===== src/rtl/rspt_pkg.sv =====
`default_nettype none

package rspt_pkg;

    localparam int NUM_REELS   = 7;
    localparam int REEL_COUNT  = 7;
    localparam int PHASE_REELS = 6;
    localparam int POS_W       = 7;
    localparam int CFG_IDX_W   = 1;
    localparam int CFG_DATA_W  = 8;

    localparam logic [POS_W-1:0] STEPS_PER_TURN = 7'd96;
    localparam logic [POS_W-1:0] POS_RESET      = 7'd2;

    // configuration register indexes
    localparam logic [CFG_IDX_W-1:0] CFG_UNI_OPTO = 1'b0;
    localparam logic [CFG_IDX_W-1:0] CFG_WINDOW   = 1'b1;

    // sensor window rules
    localparam logic [1:0] WIN_RULE_WIDE   = 2'd0;
    localparam logic [1:0] WIN_RULE_OFFSET = 2'd1;
    localparam logic [1:0] WIN_RULE_MID    = 2'd2;
    localparam logic [1:0] WIN_RULE_NARROW = 2'd3;

    typedef enum logic [3:0] {
        OP_BIPOLAR = 4'd0,
        OP_X       = 4'd1,
        OP_Y       = 4'd2,
        OP_Z       = 4'd3,
        OP_GATHER5 = 4'd4,
        OP_HIGH5   = 4'd5,
        OP_MID5    = 4'd6,
        OP_REEL45  = 4'd7,
        OP_GATHER7 = 4'd8
    } op_t;

    typedef logic signed [2:0] step_t;

    localparam step_t Z0 = 3'sd0;
    localparam step_t P1 = 3'sd1;
    localparam step_t P2 = 3'sd2;
    localparam step_t P3 = 3'sd3;
    localparam step_t M1 = -3'sd1;
    localparam step_t M2 = -3'sd2;
    localparam step_t M3 = -3'sd3;

    // row: position mod 8, column: unipolar drive nibble
    localparam step_t UNI_TAB [8][16] = '{
        '{Z0, P1, P3, P2, M3, Z0, Z0, Z0, M1, Z0, Z0, Z0, M2, Z0, Z0, Z0},
        '{Z0, Z0, P2, P1, Z0, Z0, P3, Z0, M2, M1, Z0, Z0, M3, Z0, Z0, Z0},
        '{Z0, M1, P1, Z0, P3, Z0, P2, Z0, M3, M2, Z0, Z0, Z0, Z0, Z0, Z0},
        '{Z0, M2, Z0, M1, P2, Z0, P1, Z0, Z0, M3, Z0, Z0, P3, Z0, Z0, Z0},
        '{Z0, M3, M1, M2, P1, Z0, Z0, Z0, P3, Z0, Z0, Z0, P2, Z0, Z0, Z0},
        '{Z0, Z0, M2, M3, Z0, Z0, M1, Z0, P2, P3, Z0, Z0, P1, Z0, Z0, Z0},
        '{Z0, P3, M3, Z0, M1, Z0, M2, Z0, P1, P2, Z0, Z0, Z0, Z0, Z0, Z0},
        '{Z0, P2, Z0, P3, M2, Z0, M3, Z0, Z0, P1, Z0, Z0, M1, Z0, Z0, Z0}
    };

    // row: position mod 8, column: bipolar 2-bit drive
    localparam step_t BI_TAB [8][4] = '{
        '{P2, Z0, Z0, M2},
        '{Z0, Z0, Z0, Z0},
        '{Z0, M2, P2, Z0},
        '{Z0, Z0, Z0, Z0},
        '{M2, Z0, Z0, P2},
        '{Z0, Z0, Z0, Z0},
        '{Z0, P2, M2, Z0},
        '{Z0, Z0, Z0, Z0}
    };

    typedef struct packed {
        logic [NUM_REELS-1:0][POS_W-1:0] motor_pos;
        logic [NUM_REELS-1:0][POS_W-1:0] shown_pos;
        logic [PHASE_REELS-1:0][3:0]     last_phase;
        logic [7:0]                      sensor;
    } reel_state_t;

    typedef struct packed {
        logic       uni_opto;
        logic [7:0] window;
    } cfg_t;

    // position plus step, wrapped into one turn
    function automatic logic [POS_W-1:0] wrap_pos(input logic [POS_W-1:0] pos,
                                                  input step_t delta);
        logic signed [8:0] sum;
        logic signed [8:0] res;
        sum = $signed({2'b00, pos}) + $signed({{6{delta[2]}}, delta});
        if (sum < 0)
            res = sum + $signed({2'b00, STEPS_PER_TURN});
        else if (sum >= $signed({2'b00, STEPS_PER_TURN}))
            res = sum - $signed({2'b00, STEPS_PER_TURN});
        else
            res = sum;
        return res[POS_W-1:0];
    endfunction

endpackage

`default_nettype wire


===== src/rtl/rspt_step.sv =====
`default_nettype none

module rspt_step (
    input  wire rspt_pkg::reel_state_t         cur,
    input  wire rspt_pkg::cfg_t                cfg,
    input  wire logic [3:0]                    op,
    input  wire logic [7:0]                    data,
    output rspt_pkg::reel_state_t              nxt,
    output logic [rspt_pkg::NUM_REELS-1:0]     moved
);

    logic [rspt_pkg::NUM_REELS-1:0]        uni_en;
    logic [rspt_pkg::NUM_REELS-1:0][3:0]   nib;
    logic [rspt_pkg::PHASE_REELS-1:0]      lp_en;
    logic                                  bi_en;
    logic [3:0]                            gathered;
    rspt_pkg::step_t                       delta;
    logic [rspt_pkg::POS_W-1:0]            new_pos;
    logic [2:0]                            row;

    function automatic logic pair_gate(input logic [3:0] n, input logic [3:0] last);
        return (n != 4'd0) && (n != last);
    endfunction

    function automatic logic window_hit(input logic [1:0] rule,
                                        input logic [rspt_pkg::POS_W-1:0] p);
        logic hit;
        unique case (rule)
            rspt_pkg::WIN_RULE_WIDE:   hit = (p < 7'd4) || (p > 7'd92);
            rspt_pkg::WIN_RULE_OFFSET: hit = (p > 7'd4) && (p < 7'd12);
            rspt_pkg::WIN_RULE_MID:    hit = (p < 7'd3) || (p > 7'd92);
            rspt_pkg::WIN_RULE_NARROW: hit = (p < 7'd2) || (p > 7'd93);
            default:                   hit = 1'b0;
        endcase
        return hit;
    endfunction

    assign gathered = {data[7], data[5], data[3], data[0]};

    // port decode: which reels get a nibble
    always_comb
    begin
        uni_en = '0;
        nib    = '0;
        lp_en  = '0;
        bi_en  = 1'b0;
        unique case (op)
            rspt_pkg::OP_BIPOLAR:
            begin
                bi_en = 1'b1;
            end
            rspt_pkg::OP_X:
            begin
                nib[2]    = data[3:0];
                nib[3]    = data[7:4];
                uni_en[2] = pair_gate(data[3:0], cur.last_phase[2]);
                uni_en[3] = pair_gate(data[7:4], cur.last_phase[3]);
                lp_en[2]  = uni_en[2];
                lp_en[3]  = uni_en[3];
            end
            rspt_pkg::OP_Y:
            begin
                nib[0]    = data[3:0];
                nib[1]    = data[7:4];
                uni_en[0] = pair_gate(data[3:0], cur.last_phase[0]);
                uni_en[1] = pair_gate(data[7:4], cur.last_phase[1]);
                lp_en[0]  = uni_en[0];
                lp_en[1]  = uni_en[1];
            end
            rspt_pkg::OP_Z:
            begin
                nib[4]    = data[3:0];
                nib[5]    = data[7:4];
                uni_en[4] = pair_gate(data[3:0], cur.last_phase[4]);
                uni_en[5] = pair_gate(data[7:4], cur.last_phase[5]);
                lp_en[4]  = uni_en[4];
                lp_en[5]  = uni_en[5];
            end
            rspt_pkg::OP_GATHER5:
            begin
                nib[4]    = gathered;
                uni_en[4] = 1'b1;
            end
            rspt_pkg::OP_HIGH5:
            begin
                nib[4]    = data[7:4];
                uni_en[4] = 1'b1;
            end
            rspt_pkg::OP_MID5:
            begin
                nib[4]    = data[5:2];
                uni_en[4] = 1'b1;
            end
            rspt_pkg::OP_REEL45:
            begin
                nib[4]    = data[3:0];
                nib[5]    = data[7:4];
                uni_en[4] = 1'b1;
                uni_en[5] = 1'b1;
            end
            rspt_pkg::OP_GATHER7:
            begin
                nib[6]    = gathered;
                uni_en[6] = 1'b1;
            end
            default:
            begin
            end
        endcase
    end

    // per-reel step, position and sensor update
    always_comb
    begin
        nxt   = cur;
        moved = '0;
        delta   = rspt_pkg::Z0;
        new_pos = '0;
        row     = '0;
        for (int r = 0; r < rspt_pkg::NUM_REELS; r++)
        begin
            row = cur.motor_pos[r][2:0];
            // only reels 0..3 have a bipolar drive or a window rule
            if (bi_en && (r < 4))
                delta = rspt_pkg::BI_TAB[row][data[2*(r & 3) +: 2]];
            else if (uni_en[r] && (r < rspt_pkg::REEL_COUNT))
                delta = rspt_pkg::UNI_TAB[row][nib[r]];
            else
                delta = rspt_pkg::Z0;
            new_pos = rspt_pkg::wrap_pos(cur.motor_pos[r], delta);
            nxt.motor_pos[r] = new_pos;
            if (new_pos != cur.motor_pos[r])
            begin
                moved[r] = 1'b1;
                nxt.shown_pos[r] = (new_pos == 7'd0) ? 7'd0
                                 : rspt_pkg::STEPS_PER_TURN - new_pos;
            end
            if (bi_en && (r < 4))
                nxt.sensor[r] = (new_pos < 7'd2) || (new_pos > 7'd92);
            // unipolar reels 0..3 report on bits 6 down to 3
            if (uni_en[r] && cfg.uni_opto && (r < 4) && (r < rspt_pkg::REEL_COUNT))
                nxt.sensor[6-r] = window_hit(cfg.window[2*(r & 3) +: 2], new_pos);
        end
        for (int r = 0; r < rspt_pkg::PHASE_REELS; r++)
        begin
            if (lp_en[r] && (r < rspt_pkg::REEL_COUNT))
                nxt.last_phase[r] = nib[r];
        end
    end

endmodule

`default_nettype wire


===== src/rtl/reel_stepper_position_tracker.sv =====
`default_nettype none

// Reel stepper position tracker: each accepted beat is one drive port write
// (opcode plus data byte) and yields exactly one result beat holding the
// sensor byte, the mask of reels that moved, and every reel's displayed
// position. A beat is taken every cycle unless the result stalls; the write
// lands in an input register, the phase tables and wrap logic compute the
// next reel state from it, and the state and the result are registered
// together when the input register advances. A stalled result holds
// the next write in the input register, and the input stalls behind it
// until the result is taken.
// Configuration writes take effect at once and are meant for an idle block.

module reel_stepper_position_tracker (
    input  wire logic                               clk,
    input  wire logic                               rst_n,
    input  wire logic                               in_valid,
    output logic                                    in_ready,
    input  wire logic [3:0]                         opcode,
    input  wire logic [7:0]                         data_byte,
    output logic                                    out_valid,
    input  wire logic                               out_ready,
    output logic [7:0]                              sensor_bits,
    output logic [6:0]                              moved_mask,
    output logic [6:0]                              shown_pos_0,
    output logic [6:0]                              shown_pos_1,
    output logic [6:0]                              shown_pos_2,
    output logic [6:0]                              shown_pos_3,
    output logic [6:0]                              shown_pos_4,
    output logic [6:0]                              shown_pos_5,
    output logic [6:0]                              shown_pos_6,
    input  wire logic                               cfg_we,
    input  wire logic [rspt_pkg::CFG_IDX_W-1:0]     cfg_index,
    input  wire logic [rspt_pkg::CFG_DATA_W-1:0]    cfg_data
);

    logic                                   in_valid_reg;
    logic [3:0]                             op_reg;
    logic [7:0]                             data_reg;
    logic                                   out_valid_reg;
    logic [7:0]                             sensor_reg;
    logic [rspt_pkg::NUM_REELS-1:0]         moved_reg;
    logic [rspt_pkg::NUM_REELS-1:0][6:0]    shown_reg;
    rspt_pkg::reel_state_t                  state_reg;
    rspt_pkg::reel_state_t                  state_next;
    rspt_pkg::cfg_t                         cfg_reg;
    logic [rspt_pkg::NUM_REELS-1:0]         moved_next;
    logic                                   advance;

    assign advance  = in_valid_reg && (!out_valid_reg || out_ready);
    assign in_ready = !in_valid_reg || advance;

    rspt_step u_step (
        .cur   (state_reg),
        .cfg   (cfg_reg),
        .op    (op_reg),
        .data  (data_reg),
        .nxt   (state_next),
        .moved (moved_next)
    );

    always_ff @(posedge clk or negedge rst_n)
    begin
        if (!rst_n)
        begin
            in_valid_reg  <= 1'b0;
            out_valid_reg <= 1'b0;
        end
        else
        begin
            if (in_ready)
                in_valid_reg <= in_valid;
            if (advance)
                out_valid_reg <= 1'b1;
            else if (out_ready)
                out_valid_reg <= 1'b0;
        end
    end

    always_ff @(posedge clk or negedge rst_n)
    begin
        if (!rst_n)
        begin
            state_reg.motor_pos  <= {rspt_pkg::NUM_REELS{rspt_pkg::POS_RESET}};
            state_reg.shown_pos  <= '0;
            state_reg.last_phase <= '0;
            state_reg.sensor     <= '0;
        end
        else if (advance)
        begin
            state_reg <= state_next;
        end
    end

    always_ff @(posedge clk or negedge rst_n)
    begin
        if (!rst_n)
        begin
            cfg_reg.uni_opto <= 1'b1;
            cfg_reg.window   <= '0;
        end
        else if (cfg_we)
        begin
            unique case (cfg_index)
                rspt_pkg::CFG_UNI_OPTO: cfg_reg.uni_opto <= cfg_data[0];
                rspt_pkg::CFG_WINDOW:   cfg_reg.window   <= cfg_data[7:0];
                default:
                begin
                end
            endcase
        end
    end

    // payload registers
    always_ff @(posedge clk)
    begin
        if (in_ready && in_valid)
        begin
            op_reg   <= opcode;
            data_reg <= data_byte;
        end
        if (advance)
        begin
            sensor_reg <= state_next.sensor;
            moved_reg  <= moved_next;
            shown_reg  <= state_next.shown_pos;
        end
    end

    assign out_valid   = out_valid_reg;
    assign sensor_bits = sensor_reg;
    assign moved_mask  = moved_reg;
    assign shown_pos_0 = shown_reg[0];
    assign shown_pos_1 = shown_reg[1];
    assign shown_pos_2 = shown_reg[2];
    assign shown_pos_3 = shown_reg[3];
    assign shown_pos_4 = shown_reg[4];
    assign shown_pos_5 = shown_reg[5];
    assign shown_pos_6 = shown_reg[6];

endmodule

`default_nettype wire

===== config.mk =====
export PLATFORM = sky130hd
export DESIGN_NAME = reel_stepper_position_tracker
export DESIGN_NICKNAME = d
export VERILOG_FILES = /design/src/rtl/rspt_pkg.sv /design/src/rtl/rspt_step.sv /design/src/rtl/reel_stepper_position_tracker.sv
export SDC_FILE = /design/constraint.sdc
export NUM_CORES = 1
export LEC_CHECK = 0
export BUFFER_PORTS_ARGS = -buffer_cell sky130_fd_sc_hd__buf_2
export CAP_MARGIN = 20
export CORE_MARGIN = 2
export CORE_UTILIZATION = 60
export CTS_BUF_LIST = sky130_fd_sc_hd__clkbuf_4 sky130_fd_sc_hd__clkbuf_8
export DETAILED_ROUTE_END_ITERATION = 12
export PLACE_DENSITY = 0.87
export SLEW_MARGIN = 20
export SYNTH_ARGS = -nofsm -noshare
export SYNTH_HDL_FRONTEND = slang
export SYNTH_SLANG_ARGS = --single-unit

===== constraint.sdc =====
create_clock -name clk -period 9.76 [get_ports clk]
set_input_delay 0.976 -clock clk [delete_from_list [all_inputs] [get_ports clk]]
set_output_delay 0.976 -clock clk [all_outputs]
set_load 0.05 [all_outputs]

# Word-level counts from Yosys, hierarchy flattened
# Memories as Yosys holds them, arrays and structs flattened.
# Cells that the tools add are included.
# W data, S select, Z words.
[op_classes]
n_eq_ne = 33
n_bitwise = 19
n_mux = 127
reduce_logical = 61
addsub = 28
order_cmp = 60
[op_table]
columns = ["operator", "n"]
rows = [
  ["$mux W48", 14],
  ["$mux W7", 28],
  ["$mux W3", 33],
  ["$mux W12", 8],
  ["$bmux W3 S4", 7],
  ["$add A8 B3 Y9", 7],
  ["$ge A9 B8 Y1 const B", 7],
  ["$lt A9 B1 Y1 const B", 7],
  ["$gt A7 B7 Y1 const B", 8],
  ["$lt A7 B2 Y1 const B", 8],
  ["$add A7 B6 Y7 const B", 7],
  ["$logic_not A7 Y1", 7],
  ["$ne A7 B7 Y1", 7],
  ["$sub A7 B6 Y7 const B", 7],
  ["$sub A7 B7 Y7 const A", 7],
  ["$ge A5 B5 Y1 const B", 7],
  ["$not A4 Y5", 7],
  ["$ge A4 B4 Y1 const B", 7],
  ["$gt A7 B3 Y1 const B", 4],
  ["$lt A7 B3 Y1 const B", 4],
  ["$lt A7 B4 Y1 const B", 4],
  ["$not A3 Y4", 7],
  ["$bmux W3 S2", 4],
  ["$ne A4 B4 Y1", 6],
  ["other kinds (26)", 116],
]
[word_totals]
romBits = 3072
regBits = 215
wordCells = 375
input_bits = 26
output_inout_bits = 66
memories = 11
[memory_table]
columns = ["name", "words", "width", "read_ports", "rd_clocked_by_memory_dff", "write_ports", "line_no", "text"]
rows = [
  ["(name not given)", 8, 48, 1, 0, 0, "rspt_step.sv:127", "delta = rspt_pkg::UNI_TAB[row][nib[r]];"],
  ["(name not given)", 8, 48, 1, 0, 0, "rspt_step.sv:127", ""],
  ["(name not given)", 8, 48, 1, 0, 0, "rspt_step.sv:127", ""],
  ["(name not given)", 8, 48, 1, 0, 0, "rspt_step.sv:127", ""],
  ["(name not given)", 8, 48, 1, 0, 0, "rspt_step.sv:127", ""],
  ["(name not given)", 8, 48, 1, 0, 0, "rspt_step.sv:127", ""],
  ["5 more memories", "-", "-", "-", "-", "-", "-", ""],
]

# Depth between registers and ports, before layout
[depth]
word_depth = 17
ltp_mapped = 29
mapped_depth_nobuf = 27

# Modules after synthesis
# Synthesis repeated with hierarchy kept, for this count alone.
[hier_totals]
hier_cells = 1761
area_unflattened_um2 = 17635.7
[by_module_without_submodules]
columns = ["module", "n_inst", "seq_area_each_um2", "cells_each", "area_per_inst_um2"]
rows = [
  ["rspt_step", 1, 0.0, 1382, 9713.1],
  ["reel_stepper_position_tracker", 1, 5820.6, 379, 7922.6],
]

# Worst setup path after synthesis
# OpenSTA, ideal clock, no wires.
[synth_timing]
kind = "reg2reg"
startpoint = "reg state_reg[89] (netlist name)"
endpoint = "reg shown_reg (netlist bit shown_pos_1[2]), data pin"
setup_ns = 0.260
stages_incl_launch_ff = 21
path_slack_ns = 3.786
arrival_ns = 5.715
t_required_ns = 9.500
n_path_buf = 2
period_less_slack_ns = 5.974
cell_sequence = "dfstp_2 clkbuf_1 inv_1 ha_1 or4_1 o211ai_1 a22oi_1 o22ai_1 ha_1 nor2b_1 o21a_1 or3_1 a211oi_1 a311o_1 nor2_1 o311ai_0 nand2_1 xnor2_1 or3_1 buf_2 mux2_2"
[synth_lines]
columns = ["element", "line_no", "text"]
rows = [
  ["start, declared", "reel_stepper_position_tracker.sv:44", "rspt_pkg::reel_state_t state_reg;"],
  ["start signal, assigned", "reel_stepper_position_tracker.sv:91", "state_reg <= state_next;"],
  ["end signal, assigned", "reel_stepper_position_tracker.sv:126", "shown_reg <= state_next.shown_pos;"],
  ["end, declared", "reel_stepper_position_tracker.sv:43", "logic [rspt_pkg::NUM_REELS-1:0][6:0] shown_reg;"],
]

==> impl_metrics.toml <==
[synthesis]
ys_seq_elements = 215
post-synth-top-area-cell = "dfrtp_1"
ys.flop_type = "dfrtp_1"
synth_edf_count = 75
synth_top_area_share_pct = 19.4
synth_area_leaders = "dfrtp_1 19%, edfxtp_1 13%, ha_1 8.9%, mux2_2 7.2%, xnor2_1 4.5%"
ys.warnings.count = 0
synth_area_per_cell_sq_um = 9.25
ys_top_cells_by_count = "190 x nand2_1, 132 x dfrtp_1, 125 x o21ai_0"
syn_area_sq_mm = 0.0170
yosysMostFrequentCell = "nand2_1"
synth_cell_type_count = 100
syn-num-nets = 1990
syn_inst = 1836
yosysSeqAreaShare_pct = 33.9
synthArstFlopShare_pct = 65.1

[layout]
antenna_cells = 0
layout.nets = 2055
drive_gt1_share_pct = 17.7
fillers = 2065
post-route-util_pct = 66.7
multi_input_area_sq_mm = 0.0105
largest_register_ffs = 129
synthToLayoutAreaGrowth_pct = 9.32
seq_area_sq_mm = 0.00577

[grt]
grt_antenna_before_repair = 0
grt_max_degree = 72
grt_pass1_vias = 13900
groute.usage.overall_pct = 26.5
grt_first_pass_wirelength_microns = 65200
gr-total-overflow = 0

[timing]
setup_viol = 0
finalSetupTns_ps = 0
hold_viol = 0
whs_ps = 437
period_needed_ps = 6820
fin_skew_ps = 19.6
fin_crit_sh_pct = 69.9
fmax_mhz = 147
worst_slew_pin_slew_ps = 989
rsz0062_at_grt = "false"
slew_violations = 0
slew_headroom_pct = 34.1
layout_setup_ws_ps = 2940

[setup_path]
r2r_cells = 17
required_ps = 10040
path_cells = "or4b_4 > or4_1 > o211ai_1 > a22oi_1 > o22ai_1 > ha_1 > nor2b_1 > o21a_1 > or3_1 > a211oi_1 > a311o_1 > nor2_1 > o311ai_0 > nand2_1 > xnor2_1 > or3_1 > mux2_2"
crit_top_cell = "or3_1"
cp-start-kind = "flop"
reg2reg_from = "op_reg[1]"
max_stage_delay_ps = 770
worstReg2RegEnd = "shown_pos_1[5]"
crit_slowest_cell = "edfxtp_1"
end_kind = "flop"
crit_fanout = 23
arrival_ps = 7100
crit_buf_inv = 0
worst_path_dominant_cell_family = "compound AO/OA/AOI/OAI gates"
critPathKind = "flop to flop"
r2r_setup_slack_ps = 2940
path_depth = 17

[cts]
cts_num_sinks = 215
cts.root.buffer_cell = "clkbuf_8"
cts_tree = "built"
post_cts_resized = 0
cts_buffers = 39
cts.htree.levels = 2
postCtsHoldBufs = 0
cts_max_path_buffers = 3
clk_latency_ps = 540
cts.clk_slew.worst_paths_ps = 60
postCtsSetupRepairBufs = 0

[pwr]
total_power_uw = 6390
power_density_mw_per_mm2 = 344
worst_ir_drop_vdd_uv = 303
leakage_uw = 0.00800

[routing]
routed_wl_microns = 39400
initialDrtViolationCount = 1087
wl_per_cell_microns = 17.0
final_antenna_net_count = 0
dr.pass1.iters = 6
drc = 0
viasPerCell = 6.17
vias = 14300

[die]
start_util_pct = 61.0
num_io_pins = 92
core_region_area_sq_mm = 0.0279
die_w_microns = 172
dieArea_sq_mm = 0.0297
rows = 61
dieHeight_microns = 172

[placement]
place_congestion = 0.893
portBuffers = 90
dpl.hpwl_microns = 27800
pre_cts_ws_ps = 2980

[job]
cap_violations = 0

[worst_hold_path]
hold_class = "input pin to asynchronous set/reset pin"

[status]
outcome = "completed"
## power by group
part           leakage (uW)  switching [uW]  internal (uW)
Clock              0.000457             396            572
Sequential          0.00246             287           1410
Combinational       0.00509            2200           1530
Total               0.00800            2880           3510
## area by class of cell
class / instances / share of cell area, %
Multi-Input combinational cell: 1428 / 56.3
Sequential cell: 215 / 31.0
Inverter: 112 / 2.28
Clock inverter: 16 / 0.984
Timing Repair Buffer: 105 / 3.07
Clock buffer: 56 / 3.78
Tap cell: 378 / 2.55
## cells by family (layout without fill, tap and decap cells)
logic type      count (synthesis)  in the layout  synth area share [%]
xor+xnor                      142            142                  7.48
flops                         215            215                  33.9
fa+ha+maj                     128            128                  9.74
other cells                     1              1                0.0221
mux                           151            151                  9.90
buf+inv                       193            289                  4.57
compound gates                437            437                  17.4
simple gates                  569            569                  16.9
## how the worst max path moves through the flow
| stage | startpoint | to | slack (ps) |
|---|---|---|---|
| after floorplan | state_reg[89] | shown_pos_1[2] | 3790 |
| after global placement | op_reg[1] | shown_pos_1[4] | 3250 |
| after detailed placement | op_reg[1] | shown_pos_4[2] | 2980 |
| after CTS | op_reg[1] | shown_pos_4[6] | 2970 |
| after global routing | op_reg[1] | shown_pos_1[5] | 2420 |
| final | op_reg[1] | shown_pos_1[5] | 2940 |
## routing by layer
layer / share of wire (%) / GRT usage [%] / vias to the layer above / routed length, microns
li1: - / - / 6805 / -
met1: 43 / 34.1 / 6844 / 16800
met2: 48 / 45.2 / 501 / 18900
met3: 6.2 / 3.98 / 109 / 2460
met4: 2.9 / 9.83 / 0 / 1150
met5: 0 / 0 / - / 0
## cell usage in the layout (no fill, tap or decap), types with 11 or more instances in the layout
| master | count |
|---|---|
| nand2_1 | 189 |
| dfrtp_1 | 132 |
| o21ai_0 | 125 |
| ha_1 | 121 |
| mux2_2 | 108 |
| inv_1 | 107 |
| nor2_1 | 106 |
| buf_2 | 89 |
| xnor2_1 | 87 |
| a21oi_1 | 82 |
| edfxtp_1 | 75 |
| xor2_1 | 53 |
| nand3_1 | 46 |
| clkbuf_8 | 45 |
| nor3_1 | 42 |
| mux2i_1 | 36 |
| nand2b_1 | 31 |
| nor2b_1 | 23 |
| a21o_1 | 20 |
| a211oi_1 | 19 |
| a31oi_1 | 18 |
| o211ai_1 | 17 |
| nand3b_1 | 15 |
| or3_1 | 15 |
| buf_4 | 15 |
| nor4_1 | 14 |
| o21a_1 | 14 |
| o22ai_1 | 12 |
| nor3b_1 | 12 |
| and2_1 | 11 |
| clkbuf_4 | 11 |
## metrics by stage
stage / area [sq um] / cells
global route: 18600 / 2310
detailed placement: 17700 / 2238
global placement: 17700 / 2238
floorplan: 17000 / 1836
finish: 18600 / 2310
CTS: 18600 / 2310
(Power assumes the default switching activity.)
